<file path="src/mbc_ram.sv">
`timescale 1ns / 1ps
// Generic single-write, single-read RAM with registered read data.
module mbc_ram #(
   parameter int WIDTH = 8,
   parameter int DEPTH = 16,
   localparam int AddrW = (DEPTH > 1) ? $clog2(DEPTH) : 1
) (
   input  logic             clock,
   input  logic             wr_en,
   input  logic [AddrW-1:0] wr_addr,
   input  logic [WIDTH-1:0] wr_data,
   input  logic             rd_en,
   input  logic [AddrW-1:0] rd_addr,
   output logic [WIDTH-1:0] rd_data
);

   logic [WIDTH-1:0] mem_ff [DEPTH];
   logic [WIDTH-1:0] rd_data_ff;

   always_ff @(posedge clock) begin
      if (wr_en) begin
         mem_ff[wr_addr] <= wr_data;
      end
      if (rd_en) begin
         rd_data_ff <= mem_ff[rd_addr];
      end
   end

   assign rd_data = rd_data_ff;

endmodule

</file>
<file path="config.mk">
export PLATFORM = sky130hd
export DESIGN_NAME = mbc_ram
export DESIGN_NICKNAME = d
export VERILOG_FILES = /design/src/mbc_ram.sv
export SDC_FILE = /design/constraint.sdc
export NUM_CORES = 1
export LEC_CHECK = 0
export BUFFER_PORTS_ARGS = -buffer_cell sky130_fd_sc_hd__buf_2
export CORE_MARGIN = 4
export CORE_UTILIZATION = 54
export CTS_BUF_LIST = sky130_fd_sc_hd__clkbuf_16
export CTS_CLUSTER_DIAMETER = 50
export CTS_CLUSTER_SIZE = 30
export DETAILED_ROUTE_END_ITERATION = 6
export GPL_TIMING_DRIVEN = 0
export PLACE_DENSITY = 0.74
export SLEW_MARGIN = 20
export SYNTH_ARGS = -nofsm -noshare
export SYNTH_HDL_FRONTEND = slang
export SYNTH_SLANG_ARGS = --single-unit
</file>
<file path="constraint.sdc">
create_clock -name clock -period 1.5 [get_ports clock]
set_input_delay 0.15 -clock clock [delete_from_list [all_inputs] [get_ports clock]]
set_output_delay 0.15 -clock clock [all_outputs]
set_load 0.005 [all_outputs]
</file>
# Word level (Yosys, flattened, before mapping)
# Memories as Yosys holds them, arrays and structs flattened. A register that Yosys moved wholly into a read port is not among the register bits.
# Index checks and enable logic that the tools add are counted.
[classes]
mux = 2
[ops]
columns = ["op", "n"]
rows = [
  ["$mux W1", 2],
]
[totals]
inputBits = 19
reg_bits = 0
n_memories = 1
word_cells = 3
out_inout_bits = 8
mem_bits_rw = 128
[mem_list]
columns = ["name", "depth", "word_bits", "read_ports", "rd_ports_with_merged_regs", "wr", "line", "text"]
rows = [
  ["mem_ff", 16, 8, 1, 1, 1, "17", "logic [WIDTH-1:0] mem_ff [DEPTH];"],
]

# Depth between registers and ports, before layout
[logic_depth]
word_depth = 2
depth_mapped = 5
mapped_depth_nobuf = 3

# Least setup slack after synthesis
# Ideal clock, no wire load.
[synth_path]
path_kind = "in2reg"
startpoint = "input port wr_addr[2]"
endpoint = "memory mem_ff[0][0] (enable)"
setup_ns = 0.383
arrival_ns = 1.260
t_required_ns = 1.117
cell_stages = 2
path_slack_ns = -0.143
n_path_buf = 0
path_cell_list = "or3b_2 -> nor3_1"
[synth_rtl]
columns = ["item", "line", "text"]
rows = [
  ["start: declaration", "10", "input logic [AddrW-1:0] wr_addr,"],
  ["end: declaration", "17", ""],
]
# Straight into the memory's write port.

==> results.rst <==
.. list-table::
   :header-rows: 1

   * - Metric
     - Value
   * - Number of flops mapped to enable cells by yosys
     - 136
   * - Bufs on Longest Clock Path
     - 2
   * - Library cell with the largest summed area after synthesis
     - sky130_fd_sc_hd__edfxtp_1
   * - Transition time at the pin with the least slew margin
     - 0.8229 ns
   * - Average wire per standard cell
     - 24.29 microns
   * - Endpoints failing setup
     - 0
   * - Global-route wire length before repair
     - 15.49 mm
   * - Largest cells by area after synthesis
     - sky130_fd_sc_hd__edfxtp_1, sky130_fd_sc_hd__mux4_2, sky130_fd_sc_hd__mux4_1
   * - Relative max-transition margin
     - 0.4494
   * - Count of inserted antenna diode cells
     - 0
   * - Arr. time, crit path
     - 1.63 ns
   * - Leading register cell type out of synthesis
     - sky130_fd_sc_hd__edfxtp_1
   * - Num rows
     - 35
   * - Most frequent cells after synthesis
     - sky130_fd_sc_hd__edfxtp_1, sky130_fd_sc_hd__mux4_2, sky130_fd_sc_hd__a22oi_1
   * - Mapped Cells
     - 229
   * - Final worst-path cycle share
     - 0.9832
   * - Pwr per Cell Area
     - 1418 nW/um^2
   * - Effective utilization at floorplan
     - 0.5604
   * - Most repeated cell in the gate-level netlist after synthesis
     - sky130_fd_sc_hd__edfxtp_1
   * - Total wire length after detailed routing
     - 10.08 mm
   * - Half-perimeter wire length after detailed placement
     - 6.241 mm
   * - Footprint of the multi-input gates
     - 1100 sq um
   * - Number of pins with negative max-slew slack in the final report
     - 0
   * - Antenna violations before repair
     - 0
   * - Top cell type's share of synthesized area
     - 0.7812
   * - Ordered list of cells on the worst path
     - mux4_2 > a22oi_2 > nand2_1
   * - Root buffer selected by CTS
     - sky130_fd_sc_hd__clkbuf_16
   * - Count of different cell masters after synthesis
     - 18
   * - Number of setup buffers added after CTS
     - 0
   * - Iteration count of the initial detailed-routing pass
     - 4
   * - Number of nets produced by synthesis
     - 248
   * - Leakage
     - 0.002035 uW
   * - Detailed-route vias per instance
     - 5.966
   * - Number of vias after detailed routing
     - 2476
   * - CTS clk-pin slew, worst paths
     - 0.06 ns
   * - Source-to-sink clock delay at the later pin of the worst-skew pair
     - 0.41 ns
   * - Max FO, Critical Path
     - 1
   * - Overall global routing resource usage
     - 0.1991
   * - Pin count of the biggest net entering global routing
     - 17
   * - Synthesized area per cell
     - 22.83 sq um
   * - Fin area
     - 6138 sq um
   * - Die width
     - 106.4 microns
   * - Area taken by flip-flops and latches
     - 4084 sq um
   * - Crit. End Element
     - register
   * - Final hold viol count
     - 0
   * - Core region area
     - 9328 sq um
   * - GRT overflow
     - 0
   * - Synthesis-stage register bit count
     - 136
   * - Number of global-route vias before repair
     - 2553
   * - Number of standard cells in the final layout excluding fillers
     - 415
   * - Layout-stage area growth over the synthesis result
     - 17.42%
   * - Final Skew
     - 0.01113 ns
   * - Layout fillers
     - 583
   * - Sink Count
     - 136
   * - Max VDD drop
     - 0.7947 mV
   * - TritonCTS clock tree
     - yes
   * - IO Count
     - 27
   * - FFs w/ async S/R, synth
     - 0
   * - Floorplan die height
     - 106.4 microns
   * - Final Total Pwr
     - 8705 uW
   * - Weighted congestion reported at the end of routability-driven placement
     - 0.7398
   * - Setup TNS
     - 0 ns
   * - Cells on worst reg2reg path
     - 3
   * - Kind of start point of the critical path
     - register
   * - Number of maximum-capacitance violations
     - 0
   * - Cells on Worst Hold Path
     - 1
   * - Critical-path cell with the highest stage delay
     - sky130_fd_sc_hd__mux4_2
   * - Worst Setup Path Type
     - register to register
   * - Proportion of layout cells with a drive suffix above 1
     - 0.3427
   * - Required time at the endpoint of the critical path
     - 1.66 ns
   * - Status
     - finished clean
   * - Die Area
     - 11320 sq um
   * - Number of buffers inserted by port buffering
     - 25
   * - DRC violation count after routing
     - 0
   * - DRT antenna net count
     - 0
   * - Post-synthesis cell area
     - 5228 sq um
   * - Placed Cells
     - 383
   * - Count of warnings emitted by yosys
     - 0
   * - Violation count after the first detailed-routing iteration
     - 261
   * - Final Critical Period
     - 1.475 ns
   * - Placed inst area
     - 5529 sq um
   * - Upper clock frequency limit
     - 678.0 MHz
   * - Crit path largest cell delay
     - 0.51 ns
   * - Layout Utilization
     - 0.6581
   * - Setup repair after global routing missed its margin
     - yes
   * - Final-stage net count
     - 292
   * - Total number of H-tree levels
     - 4
   * - Class of the tightest hold or removal check
     - input port to register
   * - Fraction of the yosys area taken by sequential cells
     - 0.7812
   * - Total CTS buffers
     - 17
==> registers in the layout (all words and copies together), names as in the netlist <==
name / cells
rd_data: 8
mem_ff: 128
==> critical path, delay by kind of cell, from the launching register on <==
kind	cells	cell delay, ns
simple gates	1	0.10
mux	1	0.51
compound gates	1	0.21
flops	1	0.40
==> final cells by class <==
class                   count  share of cell area
flip-flops and latches    136              0.6653
multi-input cells          83              0.1792
clock inverters            15             0.02548
plain buffers              10             0.01406
repair buffers             25             0.02038
well taps                 129             0.02629
clock buffers              17             0.06930
==> worst paths after layout <==
path / start / end / slack (ns)
setup / recovery: mem_ff[4][7]$_DFFE_PP_ / rd_data[7]$_DFFE_PP_ / 0.03
hold / removal: rd_en / rd_data[3]$_DFFE_PP_ / 0.07
setup reg to reg: mem_ff[4][7]$_DFFE_PP_ / rd_data[7]$_DFFE_PP_ / 0.03
hold reg to reg: mem_ff[11][3]$_DFFE_PP_ / rd_data[3]$_DFFE_PP_ / 0.78
==> through the flow <==
stage          setup WS, ns  hold WS [ns]
2_1_floorplan       0.06759        0.2489
3_3_place_gp        -0.4144        0.4860
3_5_place_dp        -0.3468        0.4979
4_1_cts             0.01255       0.06605
5_1_grt           -0.005900       0.07897
6_report            0.02517       0.07387
==> timing repair <==
action / 4_1_cts / 5_1_grt
hold buffers: 0 / 0
pin swaps: 1 / 0
resized for setup: 3 / 5
cloned: 0 / 0
endpoints found under the setup margin: 3 / 5
==> cell families after synthesis <==
| kind of cell | share of synthesized area |
|---|---|
| DFF | 0.7812 |
| buffers and inverters | 0.01651 |
| and+or+nand+nor | 0.03136 |
| AOI/OAI and AO/OA | 0.02298 |
| muxes | 0.1479 |
==> metal layers <==
layer	track usage	vias to the layer above	wire (microns)
met5	0	-	0
met4	0.07493	0	178
met3	0.05039	15	810
met2	0.3041	115	5100
met1	0.2811	1272	3993
li1	-	1074	-
==> power by group <==
part / total, uW / switching (uW) / internal [uW] / leakage (uW)
clock: 3990 / 1540 / 2450 / 0.000283
sequential: 4300 / 20.7 / 4280 / 0.00124
combinational: 412 / 241 / 170 / 0.000516
total: 8710 / 1810 / 6900 / 0.00204
==> placed cells by master (no fill, tap or decap), drive strengths merged <==
cell type      instances
bufinv                 2
a22oi                 16
nand3                  1
edfxtp               136
nor2b                  1
nand3b                 2
buf                   32
and2b                  1
clkbuf                17
nor2                  13
clkinv                11
nor3                   4
or3b                   1
mux4                  32
and2                   1
clkinvlp               2
nand2b                 2
nand2                  9
clkdlybuf4s25          3
(Power assumes the default switching activity.)
