[src/mbc_pkg.sv]
`timescale 1ns / 1ps
// Shared types, constants and helpers of the memoized binomial coefficient block.
package mbc_pkg;

   localparam int MAX_N_DEF          = 20;
   localparam int FIELD_W            = 5;
   localparam int COEF_W             = 18;
   localparam int SLOT_W             = 8;
   localparam int FIFO_DEPTH_DEF     = 4;
   localparam int DIVIDEND_W         = 24;
   localparam int DIVISOR_W          = 4;
   localparam int DIV_BITS_PER_CYCLE = 4;
   localparam int DIV_CYCLES         = DIVIDEND_W / DIV_BITS_PER_CYCLE;

   typedef struct packed {
      logic               range_error;
      logic [FIELD_W-1:0] n_value;
      logic [FIELD_W-1:0] r_value;
      logic [SLOT_W-1:0]  slot;
   } job_type;

   typedef struct packed {
      logic              rd_en;
      logic [SLOT_W-1:0] rd_addr;
      logic              wr_en;
      logic [SLOT_W-1:0] wr_addr;
      logic [COEF_W-1:0] wr_data;
   } mem_req_type;

   typedef enum logic [2:0] {
      B_IDLE,
      B_READ,
      B_MUL,
      B_DIV,
      B_DONE
   } back_state_type;

   function automatic logic [SLOT_W-1:0] tri_slot(input logic [FIELD_W-1:0] n,
                                                  input logic [FIELD_W-1:0] r);
      logic [2*FIELD_W-1:0] prod;
      logic [2*FIELD_W-1:0] sum;
      prod = {{FIELD_W{1'b0}}, n} * ({{FIELD_W{1'b0}}, n} + {{(2*FIELD_W-1){1'b0}}, 1'b1});
      sum  = (prod >> 1) + {{FIELD_W{1'b0}}, r};
      return sum[SLOT_W-1:0];
   endfunction

endpackage

[src/mbc_fifo.sv]
`timescale 1ns / 1ps
// Short job queue between the front end and the back end.
module mbc_fifo #(
   parameter int DEPTH = mbc_pkg::FIFO_DEPTH_DEF,
   localparam int PtrW = (DEPTH > 1) ? $clog2(DEPTH) : 1,
   localparam int CntW = $clog2(DEPTH + 1)
) (
   input  logic             clock,
   input  logic             reset,
   input  logic             push_valid,
   output logic             push_ready,
   input  mbc_pkg::job_type push_job,
   input  logic             pop_en,
   output logic             pop_valid,
   output mbc_pkg::job_type pop_job
);

   mbc_pkg::job_type entry_ff [DEPTH];
   logic [PtrW-1:0]  wr_ptr_ff;
   logic [PtrW-1:0]  rd_ptr_ff;
   logic [CntW-1:0]  count_ff;
   logic             do_push;
   logic             do_pop;

   assign push_ready = (count_ff != CntW'(DEPTH));
   assign pop_valid  = (count_ff != '0);
   assign do_push    = push_valid && push_ready;
   assign do_pop     = pop_en && pop_valid;
   assign pop_job    = entry_ff[rd_ptr_ff];

   always_ff @(posedge clock) begin
      if (reset) begin
         wr_ptr_ff <= '0;
         rd_ptr_ff <= '0;
         count_ff  <= '0;
      end else begin
         if (do_push) begin
            wr_ptr_ff <= (wr_ptr_ff == PtrW'(DEPTH - 1)) ? '0 : wr_ptr_ff + 1'b1;
         end
         if (do_pop) begin
            rd_ptr_ff <= (rd_ptr_ff == PtrW'(DEPTH - 1)) ? '0 : rd_ptr_ff + 1'b1;
         end
         if (do_push && !do_pop) begin
            count_ff <= count_ff + 1'b1;
         end else if (do_pop && !do_push) begin
            count_ff <= count_ff - 1'b1;
         end
      end
   end

   always_ff @(posedge clock) begin
      if (do_push) begin
         entry_ff[wr_ptr_ff] <= push_job;
      end
   end

endmodule

[config.mk]
export PLATFORM = sky130hd
export DESIGN_NAME = mbc_fifo
export DESIGN_NICKNAME = d
export VERILOG_FILES = /design/src/mbc_pkg.sv /design/src/mbc_fifo.sv
export SDC_FILE = /design/constraint.sdc
export NUM_CORES = 1
export LEC_CHECK = 0
export ABC_AREA = 1
export CORE_ASPECT_RATIO = 0.6
export CORE_MARGIN = 3
export CORE_UTILIZATION = 52
export DETAILED_ROUTE_END_ITERATION = 12
export DONT_BUFFER_PORTS = 1
export PLACE_DENSITY = 0.7
export SETUP_SLACK_MARGIN = 0.4
export SYNTH_ARGS = -nofsm -noshare
export SYNTH_HDL_FRONTEND = slang
export SYNTH_SLANG_ARGS = --single-unit
[constraint.sdc]
create_clock -name clock -period 1.86 [get_ports clock]
set_input_delay 0.093 -clock clock [delete_from_list [all_inputs] [get_ports clock]]
set_output_delay 0.093 -clock clock [all_outputs]
set_load 0.05 [all_outputs]
# Word-level counts from Yosys, hierarchy flattened
# Memory sizes are Yosys's and may differ from the RTL's. A register that Yosys moved wholly into a read port is not among the register bits.
# Index checks and enable logic that the tools add are counted.
op_classes:
  eq_ne: 3
  addsub: 4
  reduce_logical: 8
  n_mux: 8
ops:
  columns: ["op", "count"]
  rows:
  - ["two-way mux 2 bit", 4]
  - ["two-way mux 3 bit", 2]
  - ["adder 2 x 1 -> 2 bit, second input constant", 2]
  - ["== test 2 bit, second input constant", 2]
  - ["logical AND 1 bit", 4]
  - ["adder 3 x 1 -> 3 bit, second input constant", 1]
  - ["!= test 3 bit, second input constant", 1]
  - ["nonzero test 3 bit", 1]
  - ["subtractor 3 x 1 -> 3 bit, second input constant", 1]
  - ["logical NOT 1 bit", 2]
  - ["two-way mux 1 bit", 2]
  - ["nonzero test 2 bit", 1]
word_totals:
  mem_bits_rw: 76
  regBits: 7
  input_bits: 23
  out_inout_bits: 21
  mem_count: 1
  wordCells: 27
memory_table:
  columns: ["memory", "depth", "word_bits", "read_ports", "rd_clocked_by_memory_dff", "write_ports", "line_no", "text"]
  rows:
  - ["entry_ff", 4, 19, 1, 1, 1, "mbc_fifo.sv:18", "mbc_pkg::job_type entry_ff [DEPTH];"]

# Depth between registers and ports, before layout
depth:
  depth_word: 6
  ltp_mapped: 13
  ltp_nobuf: 13

# Worst setup path before layout
# No wires, ideal clock.
synth_timing:
  path_type: "reg-to-reg"
  startpoint: "register count_ff[0]"
  endpoint: "memory entry_ff[0][0] in the netlist's numbering (enable)"
  slack_ps: -219
  t_arrival_ps: 1684
  synth_period_minus_slack_ps: 2079
  stages_incl_launch_ff: 5
  path_cell_list: "dfxtp_1 nor2_2 nand2_2 nand2_2 nor2_1"
synth_between:
  elab_chain_len: 4
synth_lines:
  columns: ["item", "line_no", "text"]
  rows:
  - ["from (decl)", "mbc_fifo.sv:21", "logic [CntW-1:0] count_ff;"]
  - ["from (signal assigned)", "mbc_fifo.sv:44", "count_ff <= count_ff + 1'b1;"]
  - ["from (signal assigned)", "mbc_fifo.sv:46", "count_ff <= count_ff - 1'b1;"]
  - ["!= test 3 bit", "mbc_fifo.sv:25", "assign push_ready = (count_ff != CntW'(DEPTH));"]
  - ["via push_ready", "mbc_fifo.sv:11", "output logic push_ready,"]
  - ["logical AND 1 bit", "mbc_fifo.sv:27", "assign do_push = push_valid && push_ready;"]
  - ["two-way mux 1 bit", "mbc_fifo.sv:52", "if (do_push) begin"]
  - ["two-way mux 1 bit (not written as such)", "mbc_fifo.sv:53", "entry_ff[wr_ptr_ff] <= push_job;"]
  - ["to (decl)", "mbc_fifo.sv:18", null]
# The timed path passes the listed nets, and every way through them passes these cells.

==> metrics.yaml <==
status: "finished clean"
critPathMaxStageDelay_ns: 0.47
vias: 2148
final_cells: 401
cts.clk_slew.worst_paths_ns: 0.08
grt_usage_pct: 19.9
numPortBuffers: 0
cts_made_buffers: 9
placed_cells: 351
grt_pass1_wl_um: 10800
cts_tree: "done"
setup_viol: 0
setup_slack_ns: 0.261
io_pins: 44
ff2ff_setup_slack_ns: 0.26
period_share_pct: 86.0
htree_levels: 3
cp.buffers_inverters: 2
worstPathMaxFanout: 38
overflow: 0
path_cells: "inv_8 -> o21ai_0 -> o22ai_2 -> buf_6"
reg2reg_depth: 9
wirelength_um: 6940
critical_path_class: "reg -> out"
cts_buffer_depth: 2
wl_per_cell_um: 17.3
cts.sinks: 85
skew_ns: 0.0110
grt_pass1_vias: 2127
end_kind: "primary output"
cp_slowest_cell: "dfxtp_4"
hold_viol: 0
power_density_nw_per_um2: 1640
drtIter0Drc: 173
seqCellArea_um2: 2470
fp-row-count: 21
crit_family: "flip-flops"
post_drt_via_cell_ratio: 5.36
grt_max_degree: 39
tightest_slew_ns: 0.287
max_freq_mhz: 625
syn_avg_cell_area_um2: 13.3
hpwl_um: 3840
cts_root_buf: "clkbuf_8"
cp-start-kind: "flip-flop"
die-height_um: 68.3
syn_nets: 283
drt_pre_antenna_iters: 4
coreArea_um2: 5910
synthDistinctLibCells: 24
ir_worst_vdd_mv: 0.956
critical_path_depth: 4
netlist_area_um2: 3360
antenna_found_initial: 0
drv_slew: 0
fin_crit_ns: 1.60
cp.arrival_ns: 1.51
maxCapViolations: 0
synthDominantCellAreaShare_pct: 67.9
n_antenna_cell: 0
yosysTopAreaCell: "edfxtp_1"
route.detailed.drc: 0
min_delay_path_depth: 5
p_leak_nw: 1.65
fillers: 360
yosys-top-cells-area: "edfxtp_1 68%, nor2_1 5.7%, o21ai_0 5.5%"
synth-seq-area-share_pct: 73.3
die_area_um2: 7500
layout.nets: 346
drive_above_1_share_pct: 33.0
ant_nets: 0
synth-seq-cells: 85
clk_latency_ns: 0.36
place_ws_ns: 0.182
gp_congestion: 0.765
synthCells: 253
report.power.total_mw: 7.36
start_util_pct: 56.8
finalHoldWorstSlack_ns: 0.0682
multi_input_area_um2: 946
setup-tns-final_ns: 0
ys_warn_count: 0
worstPathRequired_ns: 1.77
rsz0062_at_grt: "true"
area_growth_pct: 33.7
hold_class: "in -> reg"
fp.dieW_um: 110
slew_headroom_pct: 80.9
==> flip-flops by register name, indices dropped and copies added, names as in the netlist, named ones only <==
name,cells
entry_ff,76
rd_ptr_ff,2
wr_ptr_ff,2
count_ff,3
==> report_power, final <==
group / switching, mW / internal [mW]
combinational: 2.16 / 1.28
clock: 0.662 / 0.762
sequential: 0.134 / 2.35
total: 2.96 / 4.40
==> metrics by stage <==
stage	util (%)	cell area [µm²]
after CTS	73.9	4370
after detailed placement	63.7	3770
after global placement	63.7	3770
final	76.0	4490
after global routing	76.0	4490
after floorplan	-	3540
==> synthesized netlist by cell type, drive strengths merged <==
library cell  count
buf               9
fa                1
a21oi             2
nand4             1
nand2            14
ha                6
o21ai            39
nand3             1
nor2             55
nand3b            2
dfxtp             9
inv              16
xor2              1
edfxtp           76
o22ai            19
clkbuf            2
==> routing by layer <==
| layer | vias to the layer above | global-route usage [%] | wire length (µm) |
|---|---|---|---|
| li1 | 1037 | - | - |
| met1 | 1037 | 26.7 | 3230 |
| met2 | 68 | 30.0 | 3140 |
| met3 | 6 | 6.97 | 491 |
| met4 | 0 | 7.62 | 77 |
| met5 | - | 0 | 0 |
==> logic make-up after synthesis <==
kind of cell / synth area share, %
adders and majority gates: 2.83
DFF: 73.3
xor gates and xnor gates: 0.261
buffers and inverters: 4.76
and+or+nand+nor: 9.01
AOI/OAI and AO/OA: 9.87
==> cell type report <==
type	instances	area share, %
Clock inverter	7	2.20
Sequential cell	85	55.1
Multi-Input combinational cell	141	21.1
Tap cell	80	2.23
Inverter	16	1.56
Clock buffer	9	2.76
Timing Repair Buffer	63	15.1
==> worst reg2reg max path, delay by kind of cell, from the launching register on <==
family / cells / cell delay, ns
AO/OA/AOI/OAI: 1 / 0.12
adder cells (fa/ha/maj): 2 / 0.58
buffers and inverters: 2 / 0.10
flip-flops: 1 / 0.37
AND/OR/NAND/NOR: 4 / 0.34
==> final timing paths <==
check | start | to
hold reg to reg | count_ff[0] | count_ff[0]
setup / recovery | flip-flop | pop_job[6]
hold / removal | pop_en | flip-flop
setup reg to reg | count_ff[0] | count_ff[1]
==> cell usage in the layout (no fill, tap or decap), types with 2 or more instances in the layout <==
cell type / synthesis / final
a21oi_1: 2 / 2
buf_12: 0 / 2
buf_4: 2 / 17
buf_6: 5 / 19
bufinv_16: 0 / 2
clkbuf_16: 0 / 2
clkbuf_8: 0 / 9
clkinv_4: 0 / 2
dfxtp_1: 9 / 5
dfxtp_4: 0 / 3
dlygate4sd3_1: 0 / 22
edfxtp_1: 76 / 76
ha_1: 6 / 5
inv_1: 14 / 11
inv_2: 2 / 3
nand2_1: 11 / 8
nand2_2: 3 / 2
nand2_4: 0 / 4
nand3b_1: 2 / 2
nor2_1: 51 / 47
nor2_2: 4 / 6
nor2_4: 0 / 2
o21ai_0: 37 / 24
o21ai_1: 0 / 10
o21ai_2: 2 / 3
o21ai_4: 0 / 2
o22ai_2: 0 / 19
==> timing repair <==
item / 4_1_cts / 5_1_grt
hold endpoints to repair: 85 / 0
pin swaps: 5 / 6
hold buffers: 22 / 0
setup buffers: 5 / 4
gates resized for setup: 29 / 23
gates cloned: 1 / 2
setup endpoints to repair: 21 / 56
No activity file was read; power rests on OpenSTA's default activity.
