`config.mk`:
```
export PLATFORM = sky130hd
export DESIGN_NAME = mbc_front
export DESIGN_NICKNAME = d
export VERILOG_FILES = /design/src/mbc_pkg.sv /design/src/mbc_front.sv
export SDC_FILE = /design/constraint.sdc
export NUM_CORES = 1
export LEC_CHECK = 0
export ABC_AREA = 1
export BUFFER_PORTS_ARGS = -buffer_cell sky130_fd_sc_hd__clkbuf_2
export CAP_MARGIN = 20
export CORE_MARGIN = 10
export CORE_UTILIZATION = 56
export DETAILED_ROUTE_END_ITERATION = 8
export GPL_TIMING_DRIVEN = 0
export HOLD_SLACK_MARGIN = 0.05
export PLACE_DENSITY_LB_ADDON = 0.08
export SLEW_MARGIN = 20
export SYNTH_ARGS = -nofsm -noshare
export SYNTH_HDL_FRONTEND = slang
export SYNTH_SLANG_ARGS = --single-unit
```
`constraint.sdc`:
```
create_clock -name clock -period 6.2 [get_ports clock]
set_input_delay 0.62 -clock clock [delete_from_list [all_inputs] [get_ports clock]]
set_output_delay 0.62 -clock clock [all_outputs]
set_load 0.1 [all_outputs]
```
`src/mbc_pkg.sv`:
```
`timescale 1ns / 1ps
// Shared types, constants and helpers of the memoized binomial coefficient block.
package mbc_pkg;

   localparam int MAX_N_DEF          = 20;
   localparam int FIELD_W            = 5;
   localparam int COEF_W             = 18;
   localparam int SLOT_W             = 8;
   localparam int FIFO_DEPTH_DEF     = 4;
   localparam int DIVIDEND_W         = 24;
   localparam int DIVISOR_W          = 4;
   localparam int DIV_BITS_PER_CYCLE = 4;
   localparam int DIV_CYCLES         = DIVIDEND_W / DIV_BITS_PER_CYCLE;

   typedef struct packed {
      logic               range_error;
      logic [FIELD_W-1:0] n_value;
      logic [FIELD_W-1:0] r_value;
      logic [SLOT_W-1:0]  slot;
   } job_type;

   typedef struct packed {
      logic              rd_en;
      logic [SLOT_W-1:0] rd_addr;
      logic              wr_en;
      logic [SLOT_W-1:0] wr_addr;
      logic [COEF_W-1:0] wr_data;
   } mem_req_type;

   typedef enum logic [2:0] {
      B_IDLE,
      B_READ,
      B_MUL,
      B_DIV,
      B_DONE
   } back_state_type;

   function automatic logic [SLOT_W-1:0] tri_slot(input logic [FIELD_W-1:0] n,
                                                  input logic [FIELD_W-1:0] r);
      logic [2*FIELD_W-1:0] prod;
      logic [2*FIELD_W-1:0] sum;
      prod = {{FIELD_W{1'b0}}, n} * ({{FIELD_W{1'b0}}, n} + {{(2*FIELD_W-1){1'b0}}, 1'b1});
      sum  = (prod >> 1) + {{FIELD_W{1'b0}}, r};
      return sum[SLOT_W-1:0];
   endfunction

endpackage

```
`src/mbc_front.sv`:
```
`timescale 1ns / 1ps
// Front end: takes request transactions, classifies them and computes the memo slot.
module mbc_front #(
   parameter int MAX_N = mbc_pkg::MAX_N_DEF
) (
   input  logic                        clock,
   input  logic                        reset,
   input  logic                        req_valid,
   output logic                        req_stall,
   input  logic [mbc_pkg::FIELD_W-1:0] req_n_value,
   input  logic [mbc_pkg::FIELD_W-1:0] req_r_value,
   output logic                        push_valid,
   input  logic                        push_ready,
   output mbc_pkg::job_type            push_job
);

   logic             hold_valid_ff;
   logic             hold_valid_in;
   mbc_pkg::job_type hold_job_ff;
   mbc_pkg::job_type hold_job_in;

   assign req_stall = hold_valid_ff && !push_ready;

   always_comb begin
      hold_job_in.range_error = (req_n_value > mbc_pkg::FIELD_W'(MAX_N)) ||
                                (req_r_value > req_n_value);
      hold_job_in.n_value     = req_n_value;
      hold_job_in.r_value     = req_r_value;
      hold_job_in.slot        = mbc_pkg::tri_slot(req_n_value, req_r_value);
      hold_valid_in           = req_stall ? hold_valid_ff : req_valid;
   end

   always_ff @(posedge clock) begin
      if (reset) begin
         hold_valid_ff <= 1'b0;
      end else begin
         hold_valid_ff <= hold_valid_in;
      end
   end

   always_ff @(posedge clock) begin
      if (!req_stall && req_valid) begin
         hold_job_ff <= hold_job_in;
      end
   end

   assign push_valid = hold_valid_ff;
   assign push_job   = hold_job_ff;

endmodule

```
# Word-level counts from Yosys, hierarchy flattened
# Cells that the tools add are included.
[totals]
input_bits = 14
word_cells = 15
register_bits = 20
output_inout_bits = 21
[op_classes]
reduce_logical = 5
mul = 1
add_sub_neg = 2
magnitude_cmp = 2
[op_table]
columns = ["op", "n"]
rows = [
  ["multiplier 5 x 6 -> 9 bit", 1],
  ["adder 8 x 5 -> 8 bit", 1],
  ["adder 5 x 1 -> 6 bit, second input constant", 1],
  ["> comparator 5 bit", 1],
  ["> comparator 5 bit, second input constant", 1],
  ["logical AND 1 bit", 2],
  ["zero test 1 bit", 2],
  ["logical OR 1 bit", 1],
]

# Longest topological paths before layout
# Gate-level depths: netlist of run 1.
[depth]
ltp_word = 4
mapped_depth = 26
depth_no_buf = 26

# Least setup slack after synthesis of run 1
# OpenSTA, ideal clock, no wires.
[synth_timing]
path_kind = "in2reg"
from = "in req_n_value[0] (netlist bit)"
to = "reg hold_job_ff (netlist bit push_job[7]) (data pin)"
setup_slack_ps = 1580
path_buffers = 0
stages = 24
arrival_ps = 4368
t_required_ps = 5948
setup_time_ps = 252
cell_sequence = "inv_1 > ha_1 > nand2_1 > fa_1 > fa_1 > fa_1 > inv_1 > ha_1 > nand2_1 > nand2_1 > a21oi_1 > xor2_1 > inv_1 > ha_1 > nand2_1 > inv_1 > nand2_1 > nand2_1 > nor2_1 > nor2_2 > nand2_2 > inv_2 > nand2_1 > nand2_1"
[synth_rtl]
columns = ["item", "line", "rtl"]
rows = [
  ["start: declaration", "mbc_front.sv:10", "input logic [mbc_pkg::FIELD_W-1:0] req_n_value,"],
  ["end signal: assignment", "mbc_front.sv:43", "hold_job_ff <= hold_job_in;"],
  ["end: declaration", "mbc_front.sv:19", "mbc_pkg::job_type hold_job_ff;"],
]

==> metrics.txt, run 1 <==
PortBufs 34; Critical Path Source Type input pin; final setup violation count 0; average wire per standard cell between 10 and 15 microns; areal power density over the cells between 300 and 400 nW/um^2; x dimension of the die around 78 microns; total clock buffers created by CTS 3; met1 track demand over resource around 15%; Worst Setup End Kind flop; Post-Synth Simple-Gate Area around 20%; maximum count of clock buffers along a single path 2; number of warning messages in the yosys log 0; starting utilization of the core area 57.7%; Max VDD drop about 0.15 mV; Remaining DRCs 0; number of iterations in the first detailed-routing pass 4; Syn Nets approximately 280; cell repeated most along the worst path sky130_fd_sc_hd__nand2_1; met3 Use GR 1.94%; synth top area cells sky130_fd_sc_hd__edfxtp_1, sky130_fd_sc_hd__ha_1, sky130_fd_sc_hd__fa_1, sky130_fd_sc_hd__nand2_1, sky130_fd_sc_hd__inv_1; vias in the first global route approximately 1500; kind of critical path input pin to flop; Max Cap Viol 0; hold path startpoint reset; dominant combinational cell family by area after synthesis adder cells; count of final hold-check violations 0; total of flip-flops plus latches after synthesis 20; pre-CTS WS slightly above 0.9 ns; # H-tree levels 1; root cell of the clock tree sky130_fd_sc_hd__clkbuf_4; area growth from synthesis to layout 13.4%; core footprint roughly 3300 sq um; maximum operating frequency 203 MHz; Routability Congestion 0.857; Leak between 1 and 1.5 nW; number of top-level design ports 35; die area 6140 sq um; top library cells by usage in the layout, fill and taps aside sky130_fd_sc_hd__nand2_1, sky130_fd_sc_hd__inv_1, sky130_fd_sc_hd__clkbuf_2, sky130_fd_sc_hd__ha_1, sky130_fd_sc_hd__edfxtp_1; number of hold buffers added after CTS 0; hpwl dp around 3000 microns; area share of the largest cell type after synthesis 29.9%; hold crit path type input pin to flop; initial antenna violation count 0; maximum number of pins on one net before global-route repair 20; count of filler cells inserted in the layout 290; total routing resource utilization after global routing 12.4%; Detailed Route Iter0 Violations 92; hold endpoint push_valid; cell count of the worst hold path 2; Critical Path AT around 5.0 ns; unrepaired setup endpoints after global routing no; post-synthesis instance area about 1900 sq um; area fraction in compound gates after synthesis ~3.9%; global route overflow 0; Worst Setup Slack, final roughly 1.3 ns; leading cell type in the layout, fill and taps excluded sky130_fd_sc_hd__nand2_1; WP data required between 6 and 7 ns; average size of a mapped cell 8.68 sq um; post-synthesis adder-cell area fraction 32.2%; number of core rows 21; post-detailed-route count of antenna-violating nets 0; portion of the clock cycle consumed by the worst path in the final layout between 70 and 80%; TritonCTS clock tree built; Netlist cell types 24; Max Transition Viols Final 0; clock latency on the worst-skew pair 0.31 ns; number of resized instances in the post-cts repair step 0; Post-Route WL roughly 3400 microns; Setup Skew roughly 0.0037 ns; number of diodes 0; delay of the slowest cell on the worst path 0.54 ns; height of the die 78.4 microns; register clock-pin slew on the reported worst setup and hold paths between 0.1 and 0.15 ns; slew at the pin closest to its max-slew limit between 0.8 and 0.9 ns; mux cell area share after synthesis 0%; Setup TNS Final 0 ns; reg2reg setup slack ~4.7 ns; critical-path cell with the highest stage delay sky130_fd_sc_hd__fa_1; crit path max fanout 9; path depth of the worst reg2reg path 3; outcome finished clean; post-synthesis share of cell area spent on xor and xnor gates under 10%; busiest metal layer after global routing met2; net count reported at finish between 300 and 400; crit path time final 4.93 ns; ratio of cells with drive above 1 in the final layout roughly a fifth; GR met2 Demand/Resource around a fifth; leading area contributor after synthesis sky130_fd_sc_hd__edfxtp_1; global-route wire length before repair ~6300 microns; Post-CTS Setup Repair Bufs 0; via count 1457; worst r2r dst push_job[9]; Relative slew margins between 40% and 50%; count of mapped cells out of synthesis 220; worst hold margin around 0.45 ns; worst r2r src push_valid; sequential cell area fraction in the yosys report between 30% and 40%; Vias/cell roughly 4.8; Sinks on Clock Net 20
-- Yosys cell counts --
cell,instances
sky130_fd_sc_hd__a21oi_1,9
sky130_fd_sc_hd__nor3_1,1
sky130_fd_sc_hd__nand2_2,3
sky130_fd_sc_hd__dfxtp_1,1
sky130_fd_sc_hd__o21bai_1,1
sky130_fd_sc_hd__nand3_2,2
sky130_fd_sc_hd__xor2_1,6
sky130_fd_sc_hd__edfxtp_1,19
sky130_fd_sc_hd__inv_1,45
sky130_fd_sc_hd__nand3_1,8
sky130_fd_sc_hd__or2_2,1
sky130_fd_sc_hd__nand4_1,1
sky130_fd_sc_hd__a31oi_1,1
sky130_fd_sc_hd__ha_1,30
sky130_fd_sc_hd__nand2_1,50
sky130_fd_sc_hd__xnor2_1,1
sky130_fd_sc_hd__nand3b_1,1
sky130_fd_sc_hd__inv_2,5
sky130_fd_sc_hd__nor3b_1,1
sky130_fd_sc_hd__nor2_2,1
sky130_fd_sc_hd__nor2_1,17
sky130_fd_sc_hd__fa_1,12
sky130_fd_sc_hd__nor2_4,1
sky130_fd_sc_hd__o21ai_0,3
-- flip-flops by register name, indices dropped and copies added, names as in the netlist --
register	count
push_job	19
push_valid	1
-- final cells by class --
cell class / count / area [sq um] / area share [%]
clock buffer: 4 / 26.3 / 1.21
timing repair buffer: 34 / 170 / 7.86
multi-input combinational: 150 / 1130 / 52.3
sequential: 20 / 591 / 27.3
tap: 46 / 57.6 / 2.66
inverter: 50 / 188 / 8.67
-- worst max-delay path, delay by kind of cell --
family          cells  cell delay (ns)
compound gates      1             0.15
xor+xnor            1             0.17
fa+ha+maj           6             2.63
buf+inv             6             0.50
simple gates       11             0.92
-- cell families (layout without fill, tap and decap cells) --
group / count (synthesis) / count (layout)
simple gates: 87 / 87
buf+inv: 50 / 88
fa+ha+maj: 42 / 42
flops: 20 / 20
compound gates: 14 / 14
xor+xnor: 7 / 7
-- where the power goes --
group	total, mW	switching [mW]	internal (mW)
registers	0.193	0.00522	0.188
logic	0.492	0.361	0.130
clock network	0.0643	0.0391	0.0252
-- per-layer routing --
metal / vias to the layer above / wire (microns)
met5: - / 0
met4: 0 / 92
met3: 9 / 142
met2: 28 / 1670
met1: 654 / 1520
li1: 766 / -
-- how the worst max path moves through the flow --
stage | slack [ns] | end | from | cells past startpoint
6_report | 1.27 | push_job[7] | req_n_value[0] | 25
4_1_cts | 1.27 | push_job[7] | req_n_value[0] | 25
2_1_floorplan | 1.58 | push_job[7] | req_n_value[0] | 24
5_1_grt | 0.85 | push_job[7] | req_n_value[0] | 25
3_5_place_dp | 0.93 | push_job[7] | req_n_value[0] | 25
3_3_place_gp | 0.94 | push_job[7] | req_n_value[0] | 25
-- metrics by stage --
stage / total power, mW / instance area, sq um / util [%] / cells
CTS: 0.757 / 2170 / 65.4 / 304
finish: 0.749 / 2170 / 65.4 / 304
global route: 0.812 / 2170 / 65.4 / 304
global placement: 0.683 / 2140 / 64.6 / 300
floorplan: 0.611 / 1910 / - / 220
detailed placement: 0.693 / 2140 / 64.6 / 300
(Power assumes the default switching activity.)
==> run 2, diff against run 1 <==
--- a/config.mk
+++ b/config.mk
@@ -5,11 +5,11 @@
 export SDC_FILE = /design/constraint.sdc
 export NUM_CORES = 1
 export LEC_CHECK = 0
-export ABC_AREA = 1
+export ABC_AREA = 0
 export BUFFER_PORTS_ARGS = -buffer_cell sky130_fd_sc_hd__clkbuf_2
 export CAP_MARGIN = 20
 export CORE_MARGIN = 10
-export CORE_UTILIZATION = 56
+export CORE_UTILIZATION = 55
 export DETAILED_ROUTE_END_ITERATION = 8
 export GPL_TIMING_DRIVEN = 0
 export HOLD_SLACK_MARGIN = 0.05
==> constraint.sdc (replaced) <==
create_clock -name clock -period 4.6 [get_ports clock]
set_input_delay 0.46 -clock clock [delete_from_list [all_inputs] [get_ports clock]]
set_output_delay 0.46 -clock clock [all_outputs]
set_load 0.1 [all_outputs]
==> metrics.txt, run 2 <==
outcome finished clean; max reg flops 19; number of core rows 20; sequential cell area fraction in the yosys report between 30% and 40%; clock latency on the worst-skew pair 0.29 ns; number of diodes 0; commonest cells in the netlist sky130_fd_sc_hd__ha_1, sky130_fd_sc_hd__inv_1, sky130_fd_sc_hd__edfxtp_1; Netlist cell types 28; number of resized instances in the post-cts repair step 0; GR met2 Demand/Resource about 22%; flip-flop cell with the highest count after synthesis sky130_fd_sc_hd__edfxtp_1; Leak roughly 1 nW; area share of the largest cell type after synthesis about a third; Vias/cell between 5 and 6; area growth from synthesis to layout 15.3%; post-detailed-route count of antenna-violating nets 0; met1 track demand over resource a little over an eighth; critical-path cell with the highest stage delay sky130_fd_sc_hd__fa_1; average wire per standard cell 13.8 microns; Post-CTS Setup Repair Bufs 0; Detailed Route Iter0 Violations 23; number of hold buffers added after CTS 0; starting utilization of the core area between 50% and 60%; count of final hold-check violations 0; register clock-pin slew on the reported worst setup and hold paths about 0.11 ns; Syn Nets between 200 and 250; busiest metal layer after global routing met2; Worst Setup End Kind flop; Sinks on Clock Net 20; maximum number of pins on one net before global-route repair 14; vias in the first global route approximately 1300; WP data required roughly 4.7 ns; total routing resource utilization after global routing about an eighth; number of iterations in the first detailed-routing pass 4; met3 Use GR roughly 1.9%; ratio of cells with drive above 1 in the final layout 22.8%; die area just under 6000 sq um; Post-Place Cells 237; Routability Congestion about 0.85; initial antenna violation count 0; kind of critical path input pin to flop; leading cell type in the layout, fill and taps excluded sky130_fd_sc_hd__clkbuf_2; area fraction in compound gates after synthesis 6.61%; number of standard cells in the layout, taps in and fillers out roughly 240; post-synthesis instance area between 1500 and 2000 sq um; dominant combinational cell family by area after synthesis adder cells; count of mapped cells out of synthesis roughly 160; leading area contributor after synthesis sky130_fd_sc_hd__edfxtp_1; number of flops mapped to enable cells by yosys 19; count of filler cells inserted in the layout 256; Critical Path AT around 4.4 ns; hold crit path type input pin to flop; post-synthesis adder-cell area fraction between 30% and 40%; final setup violation count 0; net count reported at finish 254; most numerous cell in the Yosys netlist sky130_fd_sc_hd__ha_1; average size of a mapped cell 11.1 sq um; Setup Skew 0.00693 ns; unrepaired setup endpoints after global routing no; global route overflow 0; Post-Synth Simple-Gate Area a little under an eighth; crit path time final 4.33 ns; mux cell area share after synthesis 0%; post-synthesis share of cell area spent on xor and xnor gates about 7.9%; ys async rst share 0%; Max Cap Viol 0; sum of internal, switching and leakage power about 0.97 mW; height of the die about 77 microns; root cell of the clock tree sky130_fd_sc_hd__clkbuf_4; Post-Route WL 3320 microns; areal power density over the cells about 480 nW/um^2; # H-tree levels 1; hpwl dp 2850 microns; total of flip-flops plus latches after synthesis 20; global-route wire length before repair a little under 6000 microns; PortBufs 34; maximum count of clock buffers along a single path 2; maximum operating frequency approximately 230 MHz; number of warning messages in the yosys log 0; Max Transition Viols Final 0; crit path max fanout 9; x dimension of the die 76.6 microns; Relative slew margins 63.8%; Critical Path Source Type input pin; Max VDD drop 0.320 mV; delay of the slowest cell on the worst path ~0.54 ns; synth top area cells sky130_fd_sc_hd__edfxtp_1, sky130_fd_sc_hd__ha_1, sky130_fd_sc_hd__fa_1, sky130_fd_sc_hd__xnor2_1, sky130_fd_sc_hd__inv_1; portion of the clock cycle consumed by the worst path in the final layout ~94%; number of top-level design ports 35; core footprint 3050 sq um; slew at the pin closest to its max-slew limit around 0.55 ns; TritonCTS clock tree built; via count 1221; Critical Path, Cell by Cell clkbuf_2 -> inv_1 -> ha_1 -> nand2_1 -> fa_1 -> fa_1 -> fa_1 -> inv_1 -> ha_1 -> nor2b_1 -> nor2_1 -> xnor2_1 -> ha_1 -> nor2b_1 -> o21ai_0 -> xnor2_1; total clock buffers created by CTS 3; Remaining DRCs 0; top library cells by usage in the layout, fill and taps aside sky130_fd_sc_hd__clkbuf_2, sky130_fd_sc_hd__ha_1, sky130_fd_sc_hd__inv_1, sky130_fd_sc_hd__edfxtp_1
## run 2: power by group
group / switching (mW) / internal, mW / leakage [nW]
Sequential: 0.00812 / 0.256 / 0.192
Combinational: 0.442 / 0.184 / 0.790
Clock: 0.0512 / 0.0316 / 0.0154
## run 2: layout make-up
type	instances	area (sq um)	area share, %
tap	44	55.1	2.71
multi-input combinational	114	1080	53.4
timing repair buffer	35	185	9.12
clock inverter	1	3.75	0.185
sequential	20	591	29.1
clock buffer	3	22.5	1.11
inverter	24	90.1	4.44
## run 2: worst paths after layout
kind | to | slack (ns) | cells after the start | from
setup / recovery | push_job[6] | 0.27 | 16 | req_n_value[0]
hold / removal | push_valid | 0.31 | 2 | reset
setup reg to reg | push_job[0] | 3.28 | 3 | push_valid
hold reg to reg | push_valid | 0.63 | 3 | push_valid
## run 2: worst max-delay path: cells and delay by family
family          cells  cell delay, ns
xor+xnor            2            0.24
simple gates        4            0.50
compound gates      1            0.24
buf+inv             3            0.39
fa+ha+maj           6            2.55
## run 2: cells by family (layout without fill, tap and decap cells)
kind of cell    after synthesis  after routing
flops                        20             20
xor+xnor                     15             15
fa+ha+maj                    42             42
buf+inv                      24             63
simple gates                 38             38
compound gates               19             19
## run 2: layer usage
layer  routed length, microns  share of wire, %
met2                     1770                53
met4                       38               1.1
met1                     1390                42
met5                        0                 0
met3                      127               3.8
## run 2: through the flow
| stage | setup slack [ns] | setup TNS, ns | hold slack, ns | cell area [sq um] | utilization [%] |
|---|---|---|---|---|---|
| after global routing | 0.0635 | 0 | 0.283 | 2030 | 66.5 |
| after CTS | 0.285 | 0 | 0.300 | 2030 | 66.5 |
| after global placement | 0.0337 | 0 | 0.589 | 1990 | 65.1 |
| after floorplan | 0.500 | 0 | 0.532 | 1760 | - |
| final | 0.266 | 0 | 0.310 | 2030 | 66.5 |
| after detailed placement | -0.0380 | -0.0420 | 0.622 | 2000 | 65.7 |
